**src/hdl/bvt_pkg.sv**
```systemverilog
// Shared types, constants and cell control bundle for the bounded vector table.
// No dependencies; every other file of the block imports this package.
`timescale 1ns / 1ps
`default_nettype none

package bvt_pkg;

   // table capacity and derived widths
   localparam int CAPACITY   = 1024;
   localparam int OFFSET_W   = 10;
   localparam int VALUE_W    = 32;
   localparam int COUNT_W    = 11;
   localparam int CNT_W      = $clog2(CAPACITY + 1);
   localparam int POS_W      = (CNT_W > OFFSET_W) ? CNT_W : OFFSET_W;

   // operation codes
   localparam logic [1:0] FUNC_APPEND         = 2'd0;
   localparam logic [1:0] FUNC_SWAP_REMOVE    = 2'd1;
   localparam logic [1:0] FUNC_ORDERED_REMOVE = 2'd2;
   localparam logic [1:0] FUNC_READ           = 2'd3;

   // status codes
   localparam logic [1:0] STATUS_OK    = 2'd0;
   localparam logic [1:0] STATUS_FULL  = 2'd1;
   localparam logic [1:0] STATUS_RANGE = 2'd2;

   typedef struct packed {
      logic [1:0]          func;
      logic [OFFSET_W-1:0] offset;
      logic [VALUE_W-1:0]  value;
   } req_type;

   typedef struct packed {
      logic [1:0]         status;
      logic [VALUE_W-1:0] read_value;
      logic [COUNT_W-1:0] count;
   } rsp_type;

   // broadcast from the sequencer to every cell
   typedef struct packed {
      logic               wr_append;     // write value into the cell at count
      logic               shift_down;    // ordered remove: cells in [pos, last) take upper entry
      logic               wr_swap;       // cell at pos takes its collect register
      logic               inject;        // cell at src loads its entry into the collect chain
      logic               shift_collect; // collect chain moves one cell towards cell 0
      logic [POS_W-1:0]   pos;
      logic [POS_W-1:0]   last;
      logic [POS_W-1:0]   count;
      logic [POS_W-1:0]   src;
      logic [VALUE_W-1:0] value;
   } cell_ctrl_type;

endpackage

`default_nettype wire

```
**src/hdl/bvt_cell.sv**
```systemverilog
// One table cell: holds a single entry and one stage of the collect chain.
// Depends on bvt_pkg for the control bundle and widths.
`timescale 1ns / 1ps
`default_nettype none

module bvt_cell
   import bvt_pkg::*;
(
   input  wire logic                 clock,
   input  wire logic [POS_W-1:0]     cell_idx,
   input  wire cell_ctrl_type        ctrl,
   input  wire logic [VALUE_W-1:0]   up_entry,
   input  wire logic [VALUE_W-1:0]   up_collect,
   output logic      [VALUE_W-1:0]   entry_out,
   output logic      [VALUE_W-1:0]   collect_out
);

   logic [VALUE_W-1:0] entry_ff, entry_in;
   logic [VALUE_W-1:0] collect_ff, collect_in;

   // pick the entry's next value from append, ordered shift or swap fill
   always_comb begin
      entry_in = entry_ff;
      if (ctrl.wr_append && (cell_idx == ctrl.count)) begin
         entry_in = ctrl.value;
      end else if (ctrl.shift_down && (cell_idx >= ctrl.pos) && (cell_idx < ctrl.last)) begin
         entry_in = up_entry;
      end else if (ctrl.wr_swap && (cell_idx == ctrl.pos)) begin
         entry_in = collect_ff;
      end
   end

   // load or advance the collect chain
   always_comb begin
      collect_in = collect_ff;
      if (ctrl.inject && (cell_idx == ctrl.src)) begin
         collect_in = entry_ff;
      end else if (ctrl.shift_collect) begin
         collect_in = up_collect;
      end
   end

   always_ff @(posedge clock) begin
      entry_ff   <= entry_in;
      collect_ff <= collect_in;
   end

   assign entry_out   = entry_ff;
   assign collect_out = collect_ff;

endmodule

`default_nettype wire

```
**config.mk**
```make
export PLATFORM = sky130hd
export DESIGN_NAME = bvt_cell
export DESIGN_NICKNAME = d
export VERILOG_FILES = /design/src/hdl/bvt_pkg.sv /design/src/hdl/bvt_cell.sv
export SDC_FILE = /design/constraint.sdc
export NUM_CORES = 1
export LEC_CHECK = 0
export ABC_CLOCK_PERIOD_IN_PS = 3600
export BUFFER_PORTS_ARGS = -buffer_cell sky130_fd_sc_hd__buf_2
export CAP_MARGIN = 25
export CORE_ASPECT_RATIO = 1.75
export CORE_MARGIN = 2
export CORE_UTILIZATION = 45
export CTS_BUF_LIST = sky130_fd_sc_hd__clkbuf_8
export CTS_CLUSTER_DIAMETER = 60
export DETAILED_ROUTE_END_ITERATION = 12
export HOLD_SLACK_MARGIN = 0.03
export PLACE_DENSITY = 0.78
export SYNTH_ARGS = -nofsm -noshare
export SYNTH_HDL_FRONTEND = slang
export SYNTH_SLANG_ARGS = --single-unit
```
**constraint.sdc**
```tcl
create_clock -name clock -period 3.6 [get_ports clock]
set_input_delay 0.18 -clock clock [delete_from_list [all_inputs] [get_ports clock]]
set_output_delay 0.18 -clock clock [all_outputs]
set_load 0.1 [all_outputs]
```
==> metrics.md <==
| Metric | Value |
|---|---|
| Average wire per standard cell | 16.3 microns |
| Total wire length | 10300 microns |
| Area leader, netlist | edfxtp_1 |
| Worst path max stage delay | 520 ps |
| Core Footprint | 0.00826 sq mm |
| Core Rows | 44 |
| Pin count of the biggest net entering global routing | 65 |
| Top-count cell post-synth | edfxtp_1 |
| Critical path class | in -> reg |
| Post-route insts no fill | 631 |
| RSZ-0062 raised after global routing | no |
| Iteration-0 DRC count of the detailed router | 158 |
| Top cells by area, synth | edfxtp_1 (51%), mux2i_1 (8.4%), ha_1 (6.9%), mux2_2 (6.8%), a21oi_1 (5.4%) |
| Mapped Area | 0.00380 sq mm |
| CTS tree | done |
| H-tree Lvls | 3 |
| Worst path bufs/invs | 3 |
| Final TNS setup | 0 ps |
| HP Start | up_collect[10] |
| Async SR Flop Fraction | 0 |
| Headroom to the max-slew limit | 0.438 |
| Num CTS Buffers | 9 |
| Post-DP HPWL | 8040 microns |
| Initial antenna violation count | 0 |
| Port Buffers | 220 |
| Pin slew with the least headroom to its limit | 843 ps |
| CP cell instances | buf_2, inv_1, ha_1, nor2b_1, o21ai_1, a221o_1, o211ai_4, buf_4, mux2i_1, a21oi_1 |
| Layout area overhead | 34.0% |
| Final-report hold violation count | 0 |
| Die Y | 126 microns |
| Arr. time, crit path | 2270 ps |
| Instance count of the mapped netlist | 315 |
| Pwr dens | 395 mW/mm^2 |
| Crit path required time | 3660 ps |
| Post CTS Setup Buffer Count | 0 |
| Clock-pin slew on the worst setup and hold paths | 60 ps |
| Crit path max-delay family | buffers and inverters |
| Crit-path max FO | 32 |
| R2R Path Start | entry_out[7]$_DFFE_PP_ |
| RePlAce Congestion | 0.855 |
| Post-CTS Resized | 0 |
| Max-slew violations | 0 |
| Vias | 3231 |
| Crit share post-route | 0.615 |
| DRT Pass-1 Iters | 4 |
| CTS sink cnt | 64 |
| Critical-path top delay cell | buf_4 |
| Die Wd | 73.5 microns |
| # IOs | 221 |
| Cells after DPL | 617 |
| Worst Setup End Kind | flip-flop |
| Clock Skew | 5.79 ps |
| Seq/Total Area, Yosys | 0.505 |
| Die Footprint | 0.00923 sq mm |
| Via density | 5.12 |
| Hold crit path type | in -> reg |
| All-layer global routing usage | 0.221 |
| Register area | 0.00192 sq mm |
| Max_cap viols | 0 |
| Post-synthesis average cell area | 12.1 sq um |
| Tmin final | 2210 ps |
| Max frequency | 452 MHz |
| Setup Viol. Count Final | 0 |
| Area of the multi-input gates | 0.00171 sq mm |
| Initial core utilization | 0.461 |
| Post-synth EDFFs | 64 |
| Fill count | 698 |
| Longest Clk Path Bufs | 2 |
| Maximum VDD drop | 0.000175 V |
| Vias in the first global route | 3256 |
| Antenna viol nets, final | 0 |
| Synth cell count leaders | edfxtp_1 (64), a21oi_1 (41), nor2_1 (34) |
| Synthesis Warnings | 0 |
| Flop-to-flop setup slack | 2620 ps |
| Final nets | 714 |
| Syn nets | 493 |
| Overflow after GRT | 0 |
| Critical Path Start | cell_idx[0] |
| Outcome | completed |
| N_diodes | 0 |
| FF+latch count, synth | 64 |
| Clock Latency Late Sink | 340 ps |
| Layout cells sized above 1 | 0.494 |
| Unique cell type count in the Yosys netlist | 31 |
| Synth top area share | 0.505 |
| P_leak | 2.54 nW |
| First-pass GRT wire length | 15300 microns |
| Most used DFF post-synth | edfxtp_1 |
| Hold_buf cts | 0 |
| CP Launch Type | input pin |
| Residual DRC count | 0 |
| Clock root buffer master | clkbuf_8 |
==> cell usage in the layout (no fill, tap or decap), drive strengths merged, types with 8 or more instances in the layout <==
cell    Yosys  routed
buf         9     223
edfxtp     64      64
a21oi      42      42
nor2       34      34
mux2i      32      32
mux2       32      32
inv        21      22
xnor2      22      22
ha         21      21
clkbuf      4       9
nand4       8       8
nand2       8       8
==> power breakdown <==
group / internal, W / switching [W] / total [W] / leakage (nW)
combinational: 0.000179 / 0.000439 / 0.000618 / 1.84
sequential: 0.000880 / 0.0000210 / 0.000901 / 0.607
clock: 0.000236 / 0.000259 / 0.000496 / 0.0859
total: 0.00130 / 0.000719 / 0.00201 / 2.54
==> layer usage <==
metal / up-vias / part of all wire / global-route usage
met2: 143 / 0.56 / 0.418
li1: 1589 / - / -
met4: 0 / 0.026 / 0.105
met3: 21 / 0.059 / 0.0392
met1: 1478 / 0.35 / 0.220
met5: - / 0 / 0
==> area by class of cell <==
cell class / instances / share of cell area
Tap cell: 92 / 0.0226
Inverter: 21 / 0.0155
Multi-Input combinational cell: 217 / 0.335
Timing Repair Buffer: 223 / 0.220
Sequential cell: 64 / 0.377
Clock buffer: 9 / 0.0243
Clock inverter: 5 / 0.00540
==> flip-flops by register name, summed over array words and instances, names as in the netlist <==
register / cells
entry_out: 32
collect_out: 32
==> logic make-up (layout without fill, tap and decap cells) <==
logic type | count (synthesis) | after routing | share of synthesized area
buffers and inverters | 34 | 258 | 0.0497
XOR/XNOR | 22 | 22 | 0.0507
AO/OA/AOI/OAI | 51 | 51 | 0.0760
adder cells (fa/ha/maj) | 21 | 21 | 0.0691
multiplexers | 64 | 64 | 0.179
flip-flops | 64 | 64 | 0.505
AND/OR/NAND/NOR | 59 | 59 | 0.0704
==> worst paths after layout <==
path	depth (start not counted)	endpoint
worst max-delay path	10	entry_out[9]$_DFFE_PP_
worst min-delay path	2	collect_out[10]$_DFFE_PP_
worst max register to register	1	collect_out[7]$_DFFE_PP_
worst min register to register	1	collect_out[0]$_DFFE_PP_
==> stage by stage <==
step,hold WS (ps),worst slack [ps],area (sq um),power [W],utilization
5_1_grt,114,1220,5100,0.00210,0.617
3_5_place_dp,472,977,4940,0.00154,0.599
6_report,125,1390,5100,0.00201,0.617
4_1_cts,108,1350,5100,0.00204,0.617
2_1_floorplan,381,910,3800,0.00137,-
3_3_place_gp,462,1010,4940,0.00153,0.599
(Power assumes the default switching activity.)
