===== src/hdl/bvt_pkg.sv =====
// Shared types, constants and cell control bundle for the bounded vector table.
// No dependencies; every other file of the block imports this package.
`timescale 1ns / 1ps
`default_nettype none

package bvt_pkg;

   // table capacity and derived widths
   localparam int CAPACITY   = 1024;
   localparam int OFFSET_W   = 10;
   localparam int VALUE_W    = 32;
   localparam int COUNT_W    = 11;
   localparam int CNT_W      = $clog2(CAPACITY + 1);
   localparam int POS_W      = (CNT_W > OFFSET_W) ? CNT_W : OFFSET_W;

   // operation codes
   localparam logic [1:0] FUNC_APPEND         = 2'd0;
   localparam logic [1:0] FUNC_SWAP_REMOVE    = 2'd1;
   localparam logic [1:0] FUNC_ORDERED_REMOVE = 2'd2;
   localparam logic [1:0] FUNC_READ           = 2'd3;

   // status codes
   localparam logic [1:0] STATUS_OK    = 2'd0;
   localparam logic [1:0] STATUS_FULL  = 2'd1;
   localparam logic [1:0] STATUS_RANGE = 2'd2;

   typedef struct packed {
      logic [1:0]          func;
      logic [OFFSET_W-1:0] offset;
      logic [VALUE_W-1:0]  value;
   } req_type;

   typedef struct packed {
      logic [1:0]         status;
      logic [VALUE_W-1:0] read_value;
      logic [COUNT_W-1:0] count;
   } rsp_type;

   // broadcast from the sequencer to every cell
   typedef struct packed {
      logic               wr_append;     // write value into the cell at count
      logic               shift_down;    // ordered remove: cells in [pos, last) take upper entry
      logic               wr_swap;       // cell at pos takes its collect register
      logic               inject;        // cell at src loads its entry into the collect chain
      logic               shift_collect; // collect chain moves one cell towards cell 0
      logic [POS_W-1:0]   pos;
      logic [POS_W-1:0]   last;
      logic [POS_W-1:0]   count;
      logic [POS_W-1:0]   src;
      logic [VALUE_W-1:0] value;
   } cell_ctrl_type;

endpackage

`default_nettype wire


===== src/hdl/bvt_ctrl.sv =====
// Sequencer: live count, request decode, collect-chain timing and result register.
// Depends on bvt_pkg; drives the cell row through cell_ctrl_type.
`timescale 1ns / 1ps
`default_nettype none

module bvt_ctrl
   import bvt_pkg::*;
(
   input  wire logic               clock,
   input  wire logic               reset,
   input  wire logic               start,
   output logic                    busy,
   input  wire req_type            req_data,
   output logic                    rsp_strobe,
   output rsp_type                 rsp_data,
   output cell_ctrl_type           ctrl,
   input  wire logic [VALUE_W-1:0] head_collect
);

   typedef enum logic [2:0] {
      S_IDLE = 3'b001,
      S_EXEC = 3'b010,
      S_MOVE = 3'b100
   } state_type;

   state_type          state_ff, state_in;
   req_type            req_ff, req_in;
   logic [CNT_W-1:0]   count_ff, count_in;
   logic [POS_W-1:0]   steps_ff, steps_in;
   logic               rsp_strobe_ff, rsp_strobe_in;
   rsp_type            rsp_data_ff, rsp_data_in;

   logic [POS_W-1:0]         pos;
   logic [POS_W-1:0]         cnt_ext;
   logic [POS_W-1:0]         last;
   logic                     full;

   assign pos     = POS_W'(req_ff.offset);
   assign cnt_ext = POS_W'(count_ff);
   assign last    = cnt_ext - POS_W'(1);
   assign full    = (count_ff == CNT_W'(CAPACITY));

   // decode the request, sequence the collect chain and build the result;
   // the count after the operation is reported in its low bits
   always_comb begin
      state_in          = state_ff;
      req_in            = req_ff;
      count_in          = count_ff;
      steps_in          = steps_ff;
      rsp_strobe_in     = 1'b0;
      rsp_data_in       = rsp_data_ff;

      ctrl               = '0;
      ctrl.pos           = pos;
      ctrl.last          = last;
      ctrl.count         = cnt_ext;
      ctrl.src           = pos;
      ctrl.value         = req_ff.value;

      unique case (state_ff)
         S_IDLE: begin
            // hold the request for the following cycle
            if (start) begin
               req_in   = req_data;
               state_in = S_EXEC;
            end
         end
         S_EXEC: begin
            state_in = S_IDLE;
            rsp_data_in.read_value = '0;
            rsp_data_in.status     = STATUS_OK;
            if (req_ff.func == FUNC_APPEND) begin
               rsp_strobe_in = 1'b1;
               if (full) begin
                  rsp_data_in.status = STATUS_FULL;
               end else begin
                  ctrl.wr_append = 1'b1;
                  count_in       = count_ff + CNT_W'(1);
               end
            end else if (pos >= cnt_ext) begin
               rsp_strobe_in      = 1'b1;
               rsp_data_in.status = STATUS_RANGE;
            end else if (req_ff.func == FUNC_ORDERED_REMOVE) begin
               rsp_strobe_in   = 1'b1;
               ctrl.shift_down = 1'b1;
               count_in        = count_ff - CNT_W'(1);
            end else if (req_ff.func == FUNC_READ) begin
               // move the entry at pos down to cell 0
               ctrl.inject = 1'b1;
               ctrl.src    = pos;
               steps_in    = pos;
               state_in    = S_MOVE;
            end else begin
               // move the last entry down to the hole
               ctrl.inject = 1'b1;
               ctrl.src    = last;
               steps_in    = last - pos;
               state_in    = S_MOVE;
            end
            rsp_data_in.count = COUNT_W'(count_in);
         end
         S_MOVE: begin
            if (steps_ff == '0) begin
               state_in               = S_IDLE;
               rsp_strobe_in          = 1'b1;
               rsp_data_in.status     = STATUS_OK;
               rsp_data_in.read_value = '0;
               if (req_ff.func == FUNC_READ) begin
                  rsp_data_in.read_value = head_collect;
               end else begin
                  ctrl.wr_swap = 1'b1;
                  count_in     = count_ff - CNT_W'(1);
               end
               rsp_data_in.count = COUNT_W'(count_in);
            end else begin
               ctrl.shift_collect = 1'b1;
               steps_in           = steps_ff - POS_W'(1);
            end
         end
         default: begin
            state_in = S_IDLE;
         end
      endcase
   end

   // control state
   always_ff @(posedge clock) begin
      if (reset) begin
         state_ff      <= S_IDLE;
         count_ff      <= '0;
         rsp_strobe_ff <= 1'b0;
      end else begin
         state_ff      <= state_in;
         count_ff      <= count_in;
         rsp_strobe_ff <= rsp_strobe_in;
      end
   end

   // payload
   always_ff @(posedge clock) begin
      req_ff      <= req_in;
      steps_ff    <= steps_in;
      rsp_data_ff <= rsp_data_in;
   end

   assign busy       = (state_ff != S_IDLE);
   assign rsp_strobe = rsp_strobe_ff;
   assign rsp_data   = rsp_data_ff;

endmodule

`default_nettype wire

===== config.mk =====
export PLATFORM = sky130hd
export DESIGN_NAME = bvt_ctrl
export DESIGN_NICKNAME = d
export VERILOG_FILES = /design/src/hdl/bvt_pkg.sv /design/src/hdl/bvt_ctrl.sv
export SDC_FILE = /design/constraint.sdc
export NUM_CORES = 1
export LEC_CHECK = 0
export BUFFER_PORTS_ARGS = -buffer_cell sky130_fd_sc_hd__buf_2
export CAP_MARGIN = 20
export CORE_UTILIZATION = 35
export DETAILED_ROUTE_END_ITERATION = 10
export GPL_ROUTABILITY_DRIVEN = 0
export PLACE_DENSITY = 0.7
export SYNTH_ARGS = -nofsm -noshare
export SYNTH_HDL_FRONTEND = slang
export SYNTH_SLANG_ARGS = --single-unit
export TNS_END_PERCENT = 100

===== constraint.sdc =====
create_clock -name clock -period 4.84 [get_ports clock]
set_input_delay 1.452 -clock clock [delete_from_list [all_inputs] [get_ports clock]]
set_output_delay 1.452 -clock clock [all_outputs]
set_load 0.01 [all_outputs]

==> results.yml, run 1 <==
outcome:
  outcome: "complete, no violations"
grt:
  grt-ovfl-total: 0
  grt_pass1_wl_um: 27100
  antenna_found_initial: 0
  grt_pass1_vias: 5140
  grt_max_degree: 67
  groute.usage.overall_pct: 19.3
floorplan:
  die_w_um: 137
  dieArea_um2: 18800
  rows: 48
  core_area_um2: 17500
  start_util_pct: 36.4
  die_y_um: 137
  boundaryPins: 207
synthesis:
  synth_xor_area_share_pct: 4.26
  synth_enable_flop_cells: 100
  avgSynthCellArea_um2: 10.4
  synth_most_common_cell: "edfxtp_1"
  ys.flop_type: "edfxtp_1"
  synthCells: 611
  synth_fa_ha_area_share_pct: 4.83
  ys_types: 70
  synth_top_area_share_pct: 47.1
  synth_area_leaders: "edfxtp_1, buf_4, dfxtp_1"
  synth_top_family_by_area: "simple AND/OR/NAND/NOR gates"
  synthTopCellsByCount: "edfxtp_1, nor2_1, buf_4"
  postSynthNetCount: 714
  synth-async-reset-ratio_pct: 0
  ys_seq_area_share_pct: 51.8
  synth_compound_area_share_pct: 13.9
  synth.area.mux_share_pct: 0.157
  syn-cell-area_um2: 6380
  yosys.area_share.simple_pct: 15.6
  yosys.area.top_type: "edfxtp_1"
  ys_ff_latch: 115
  yosys_warnings: 0
detailed_routing:
  via_count: 5312
  met2_length_um: 8070
  ant_nets: 0
  drc: 0
  vias_per_cell: 5.25
  wl_um: 17700
  wire_per_inst_um: 17.5
  wl_met1_um: 7480
  first_pass_iters: 6
  routed.top_layer: "met4"
  drt_iter0_drc: 577
  dr_wl_met3_um: 1700
worst_setup_path:
  rrSetupSlack_ps: 1380
  r2r-start: "cnt_ext[0]"
  cp_data_required_time_ps: 3390
  cp.arrival_ps: 3090
  crit_start: "cnt_ext[2]"
  criticalPathCategory: "reg2out"
  setup.worst_path.start_class: "flop"
  r2r_cells: 11
  crit_fanout: 21
  end_kind: "output port"
  r2r-end: "steps_ff[10]"
timing:
  rsz0062_at_grt: "false"
  setup_viol: 0
  timing.final.ws_setup_ps: 294
  slew_headroom_pct: 29.8
  max_freq_ghz: 0.220
  finalClockSkew_ps: 14.9
  period_minus_slack_ps: 4550
  hold_viol: 0
  finalSetupTns_ps: 0
  period_share_pct: 93.9
  drv_slew: 0
  worst_pin_slew_ps: 1050
cells_and_area:
  area_delta_synth_final_pct: 23.9
  drive_gt1_share_pct: 34.2
  final_net_count: 876
  fillers: 1719
  diodes: 0
pwr:
  p_leak_nw: 3.34
  peakVddDrop_mv: 0.258
  power.density_nw_per_um2: 348
min_path:
  whs_path_depth: 2
  hold_path_end: "cnt_ext[1]"
  worstHoldStart: "cnt_ext[1]"
  min_path_type: "reg2reg"
clock_network:
  cts_tree: "yes"
  cts.htree.levels: 4
  cts.sinks: 115
  clk_pin_slew_ps: 60
  clk_path_buf_depth: 2
  cts_setup_buffers: 0
  root_buffer: "clkbuf_16"
  cts_inserted_buffers: 17
  clk_latency_ps: 430
place:
  portBuffers: 205
  place_hpwl_um: 12600
  place_worst_setup_slack_ps: 699
run:
  cap_violations: 0
==> layout make-up <==
type                    count  area [um2]  area share (%)
flip-flops and latches    115        3300            41.8
clock inverters            15         149            1.88
well taps                 225         282            3.56
multi-input cells         387        2490            31.5
clock buffers              17         425            5.38
inverters                  34         128            1.62
repair buffers            218        1120            14.2
==> state kept, by name, summed over array words and instances, names as in the netlist <==
register,flops
state_ff,3
ctrl,42
steps_ff,11
rsp_strobe,1
rsp_data,45
cnt_ext,11
req_ff,2
==> cells by family after synthesis <==
logic type / count (synthesis)
xor gates and xnor gates: 31
AOI/OAI and AO/OA: 135
and+or+nand+nor: 195
other: 1
adders and majority gates: 24
buffers and inverters: 109
DFF: 115
muxes: 1
==> worst max-delay path, stage by stage, from the launching register on <==
cell and delay, ps:
dfxtp_1 530, inv_1 190, ha_1 340, nand2_1 50, o21ai_0 310, a31oi_2 200, and2_1 210, nand4_1 90
buf_4 270, nor2_1 80, a21oi_1 220, buf_2 180
==> how the worst max path moves through the flow <==
stage | end | slack (ps) | depth (start not counted)
finish | ctrl[40] | 290 | 11
floorplan | ctrl[32] | 780 | 11
global route | ctrl[40] | 50 | 11
detailed placement | ctrl[40] | 700 | 10
CTS | ctrl[40] | 230 | 10
global placement | ctrl[40] | 810 | 10
==> where the power goes <==
part	total, mW	switching, mW	internal [mW]
Sequential	1.14	0.0196	1.12
Clock	1.22	0.503	0.719
Combinational	0.387	0.232	0.155
Total	2.75	0.755	2.00
==> per-layer routing <==
| layer | global-route usage (%) | up-vias |
|---|---|---|
| li1 | - | 2510 |
| met1 | 24.2 | 2456 |
| met2 | 30.6 | 310 |
| met3 | 5.74 | 36 |
| met4 | 8.73 | 0 |
| met5 | 0 | - |
==> stage by stage <==
step | instances | power (mW) | utilization (%) | area, um2 | hold slack, ps
2_1_floorplan | 611 | 1.43 | - | 6380 | 568
3_3_place_gp | 979 | 1.54 | 41.7 | 7320 | 547
3_5_place_dp | 979 | 1.55 | 41.7 | 7320 | 566
4_1_cts | 1011 | 2.78 | 45.0 | 7900 | 581
5_1_grt | 1011 | 2.87 | 45.1 | 7900 | 602
6_report | 1011 | 2.75 | 45.1 | 7900 | 581
==> cells in the final DEF, fill, tap and decap left out, types with 5 or more instances in the layout <==
cell       instances
buf_2            205
edfxtp_1         100
nor2_1            52
a21oi_1           42
nand2_1           37
and3_1            35
inv_1             32
o21ai_0           25
ha_1              23
xnor2_1           22
nor3_1            18
clkbuf_16         17
nand3_1           16
dfxtp_1           15
buf_4             13
a31oi_1           12
xor2_1             9
nand4_1            7
a21o_1             6
and2_1             5
a211oi_1           5
clkinv_4           5
==> repair_timing <==
action	4_1_cts	5_1_grt
resized for setup	0	1
endpoints found under the setup margin	0	1
hold buffers	0	0
No activity file was read; power rests on OpenSTA's default activity.
==> run 2, diff against run 1 <==
- CORE_UTILIZATION: 35 -> 40
- PLACE_DENSITY: 0.7 -> 0.76
==> results.yml, run 2 (synthesized netlist as in run 1, its figures left out) <==
grt:
  antenna_found_initial: 1
  grt-ovfl-total: 0
  groute.usage.overall_pct: 21.4
  grt_pass1_wl_um: 26100
  grt_max_degree: 67
  grt_pass1_vias: 4884
worst_setup_path:
  setup.worst_path.start_class: "flop"
  end_kind: "output port"
  path_cells: "inv_1, ha_1, a21oi_1, o21ai_0, a31oi_1, and2_1, nand4_1, buf_4, nor2_1, a21oi_1, buf_2"
  r2r_cells: 11
  crit_top_cell: "a21oi_1"
  slowest_stage: "dfxtp_1"
  crit_fanout: 21
  critPathTopFamily: "compound AO/OA/AOI/OAI gates"
  slowest_delay_ps: 530
  cp.arrival_ps: 2970
  critPathBufInv: 3
  r2r-start: "cnt_ext[2]"
  criticalPathCategory: "reg2out"
  rrSetupSlack_ps: 1320
  r2r-end: "steps_ff[10]"
  cp_data_required_time_ps: 3390
clock_network:
  clk_pin_slew_ps: 50
  cts_hold_buf: 0
  clk_path_buf_depth: 2
  cts-resized-gates: 0
  clk_latency_ps: 420
  cts_tree: "yes"
  cts_inserted_buffers: 17
  cts.htree.levels: 4
  root_buffer: "clkbuf_16"
  cts.sinks: 115
  cts_setup_buffers: 0
detailed_routing:
  vias_per_cell: 5.30
  first_pass_iters: 5
  ant_nets: 0
  wl_um: 17400
  drt_iter0_drc: 421
  via_count: 5281
  wire_per_inst_um: 17.4
  drc: 0
floorplan:
  start_util_pct: 41.5
  die_y_um: 128
  core_area_um2: 15400
  dieArea_um2: 16500
  die_w_um: 128
  rows: 45
  boundaryPins: 207
min_path:
  hold_path_end: "cnt_ext[1]"
  whs_path_depth: 2
  worstHoldStart: "cnt_ext[1]"
  min_path_type: "reg2reg"
timing:
  rsz0062_at_grt: "false"
  drv_slew: 0
  max_freq_ghz: 0.226
  finalClockSkew_ps: 8.25
  finalSetupTns_ps: 0
  whs_ps: 588
  setup_viol: 0
  hold_viol: 0
  worst_pin_slew_ps: 974
  slew_headroom_pct: 35.0
  period_share_pct: 91.4
  period_minus_slack_ps: 4420
run:
  cap_violations: 0
cells_and_area:
  fillers: 1364
  multi_input_area_um2: 2480
  diodes: 0
  largest_reg_flops: 45
  fin_area_um2: 7900
  layout_common_cells: "buf_2, edfxtp_1, nor2_1, a21oi_1, nand2_1"
  drive_gt1_share_pct: 33.5
  area_delta_synth_final_pct: 23.9
  ff_latch_area_um2: 3300
  final_net_count: 876
  layout_commonest_cell: "buf_2"
pwr:
  peakVddDrop_mv: 0.261
  p_leak_nw: 3.35
  power.density_nw_per_um2: 356
place:
  portBuffers: 205
  place_hpwl_um: 12500
  placed_area_um2: 7300
outcome:
  outcome: "complete, no violations"
[run 2: changes by cell type in the layout (fill, tap and decap cells not counted), sizes merged]
cell and delta:
clkinv -1, clkinvlp +1, inv -6, bufinv +3, clkbuf +3
[run 2: worst max path at each step]
stage / start / end / slack [ps] / cells past startpoint
final: cnt_ext[2] / ctrl[41] / 420 / 11
after global routing: cnt_ext[2] / ctrl[37] / 220 / 11
after CTS: cnt_ext[2] / ctrl[41] / 440 / 11
after detailed placement: cnt_ext[2] / ctrl[41] / 890 / 11
after global placement: cnt_ext[2] / ctrl[40] / 1030 / 11
after floorplan: cnt_ext[8] / ctrl[32] / 780 / 11
[run 2: worst reg2reg max path, cell delays in order, from the launching register on]
cell and delay [ps]:
dfxtp_1 530, nor3_1 80, buf_4 170, xnor2_1 680, ha_1 410, o21ai_0 310
o21bai_1 150, a21o_1 220, a31oi_1 250, o21ai_0 170, xnor2_1 200, o22ai_1 100
[run 2: final cells by class]
| class | instances | area share (%) |
|---|---|---|
| clock inverter | 12 | 2.06 |
| inverter | 34 | 1.61 |
| tap | 211 | 3.34 |
| clock buffer | 20 | 5.53 |
| timing repair buffer | 218 | 14.2 |
| sequential | 115 | 41.8 |
| multi-input combinational | 387 | 31.4 |
[run 2: per-stage QoR]
stage	util, %	power [mW]	setup WS [ps]	std cells
after detailed placement	47.5	1.54	894	965
after global routing	51.4	2.91	221	997
after CTS	51.4	2.83	440	997
final	51.4	2.81	417	997
after global placement	47.5	1.54	1030	965
after floorplan	-	1.43	785	611
[run 2: per-layer routing]
metal	part of all wire (%)	vias to the layer above	global-route usage, %
met5	0.081	-	0
li1	-	2515	-
met4	2.2	2	8.10
met2	45	313	35.1
met3	10	33	7.05
met1	42	2418	26.1
[run 2: where the power goes]
group	switching, mW	internal, mW	leakage, nW
Clock	0.434	0.852	0.289
Combinational	0.228	0.152	2.06
Sequential	0.0225	1.12	1.00
==> run 3, diff against run 2 <==
- CELL_PAD_IN_SITES_DETAIL_PLACEMENT: default -> 1
- CELL_PAD_IN_SITES_GLOBAL_PLACEMENT: default -> 2
- CORE_UTILIZATION: 40 -> 31
- PLACE_DENSITY: 0.76 -> 0.91
==> results.yml, run 3 (synthesized netlist as in run 1, its figures left out) <==
cells_and_area:
  multi_input_area_um2: 2480
  drive_gt1_share_pct: 34.3
  layout_commonest_cell: "buf_2"
  layout_common_cells: "buf_2, edfxtp_1, nor2_1, a21oi_1, nand2_1"
  ff_latch_area_um2: 3300
  utilization_pct: 40.0
  fin_area_um2: 8060
  largest_reg_flops: 45
  fillers: 2339
  final_net_count: 879
  diodes: 0
  area_delta_synth_final_pct: 26.4
worst_setup_path:
  r2r-start: "cnt_ext[0]"
  end_kind: "output port"
  crit_fanout: 21
  rrSetupSlack_ps: 1340
  criticalPathCategory: "reg2out"
  cp.arrival_ps: 3160
  cp_data_required_time_ps: 3390
  r2r_cells: 10
  setup.worst_path.start_class: "flop"
  crit_start: "cnt_ext[2]"
  r2r-end: "steps_ff[9]"
  crit_end: "ctrl[41]"
detailed_routing:
  drc: 0
  ant_nets: 0
  vias_per_cell: 5.02
  first_pass_iters: 5
  wl_um: 20000
  drt_iter0_drc: 304
  wire_per_inst_um: 18.9
  via_count: 5309
clock_network:
  clk_path_buf_depth: 2
  cts_hold_buf: 0
  cts_tree: "yes"
  clk_pin_slew_ps: 60
  cts.htree.levels: 4
  clk_latency_ps: 420
  cts_setup_buffers: 0
  cts_inserted_buffers: 17
  root_buffer: "clkbuf_16"
  cts.sinks: 115
  cts-resized-gates: 0
timing:
  timing.final.ws_setup_ps: 225
  finalSetupTns_ps: 0
  worst_pin_slew_ps: 886
  period_minus_slack_ps: 4610
  slew_headroom_pct: 40.8
  rsz0062_at_grt: "false"
  finalClockSkew_ps: 12.4
  drv_slew: 0
  hold_viol: 0
  max_freq_ghz: 0.217
  setup_viol: 0
  period_share_pct: 95.3
pwr:
  switching_share_pct: 25.2
  pwr-share-clk_pct: 47.7
  p_int_mw: 2.20
  peakVddDrop_mv: 0.285
  switchingPower_uw: 741
  seqPwrFrac_pct: 39.1
  p_comb_share_pct: 13.2
  power.total_mw: 2.94
  p_leak_nw: 3.39
  power.density_nw_per_um2: 365
floorplan:
  dieArea_um2: 21100
  die_w_um: 145
  boundaryPins: 207
  start_util_pct: 31.6
  rows: 52
  core_area_um2: 20200
  die_y_um: 145
place:
  placed_area_um2: 7390
  place_worst_setup_slack_ps: 719
  place_hpwl_um: 14600
  portBuffers: 205
run:
  cap_violations: 0
grt:
  grt_pass1_vias: 5318
  grt_max_degree: 67
  grt_pass1_wl_um: 30900
  groute.usage.overall_pct: 19.1
  grt-ovfl-total: 0
  antenna_found_initial: 0
min_path:
  min_path_type: "reg2reg"
outcome:
  outcome: "complete, no violations"
[run 3: changes by cell type in the layout (fill, tap and decap cells not counted)]
cell	change
clkbuf_1	-3
inv_6	+4
clkinv_2	-4
bufinv_16	+1
buf_12	+1
buf_4	+2
clkinv_1	-2
clkinv_4	+3
[run 3: how the worst min path moves through the flow]
stage               start          to  slack, ps  cells after the start
2_1_floorplan  cnt_ext[1]  cnt_ext[1]        570                      2
3_3_place_gp   cnt_ext[1]  cnt_ext[1]        560                      2
3_5_place_dp   cnt_ext[1]  cnt_ext[1]        600                      2
4_1_cts        cnt_ext[1]  cnt_ext[1]        620                      2
5_1_grt        cnt_ext[1]  cnt_ext[1]        650                      2
6_report       cnt_ext[1]  cnt_ext[1]        610                      2
[run 3: critical path: stages (launching register included)]
cell     delay, ps
dfxtp_1        540
inv_1          220
ha_1           360
a21oi_1        120
o21ai_0        140
a31oi_1        380
and2_1         200
nand4_1         90
buf_4          250
a21oi_1        250
buf_2          180
[run 3: area by class of cell]
| class | count | area share, % |
|---|---|---|
| clock inverter | 14 | 2.81 |
| clock buffer | 17 | 5.28 |
| sequential | 115 | 41.0 |
| multi-input combinational | 387 | 30.8 |
| inverter | 34 | 1.58 |
| tap | 270 | 4.19 |
| timing repair buffer | 221 | 14.4 |
[run 3: routing by layer]
layer	global-route usage, %	vias to the layer above	part of all wire, %
met5	0	-	0
met2	30.6	235	46
met4	7.42	0	2.4
li1	-	2523	-
met3	4.70	30	7.0
met1	24.9	2521	44
[run 3: stage by stage]
step           instances  hold WS (ps)
5_1_grt             1058           649
3_3_place_gp        1026           563
3_5_place_dp        1026           603
4_1_cts             1057           617
2_1_floorplan        611           568
6_report            1058           615
[run 3: power groups by stage]
stage,clock network [mW],logic (mW),registers [mW]
3_3_place_gp,0,0.377,1.17
4_1_cts,1.43,0.390,1.15
2_1_floorplan,0,0.263,1.16
3_5_place_dp,0,0.388,1.17
5_1_grt,1.47,0.428,1.15
6_report,1.40,0.389,1.15
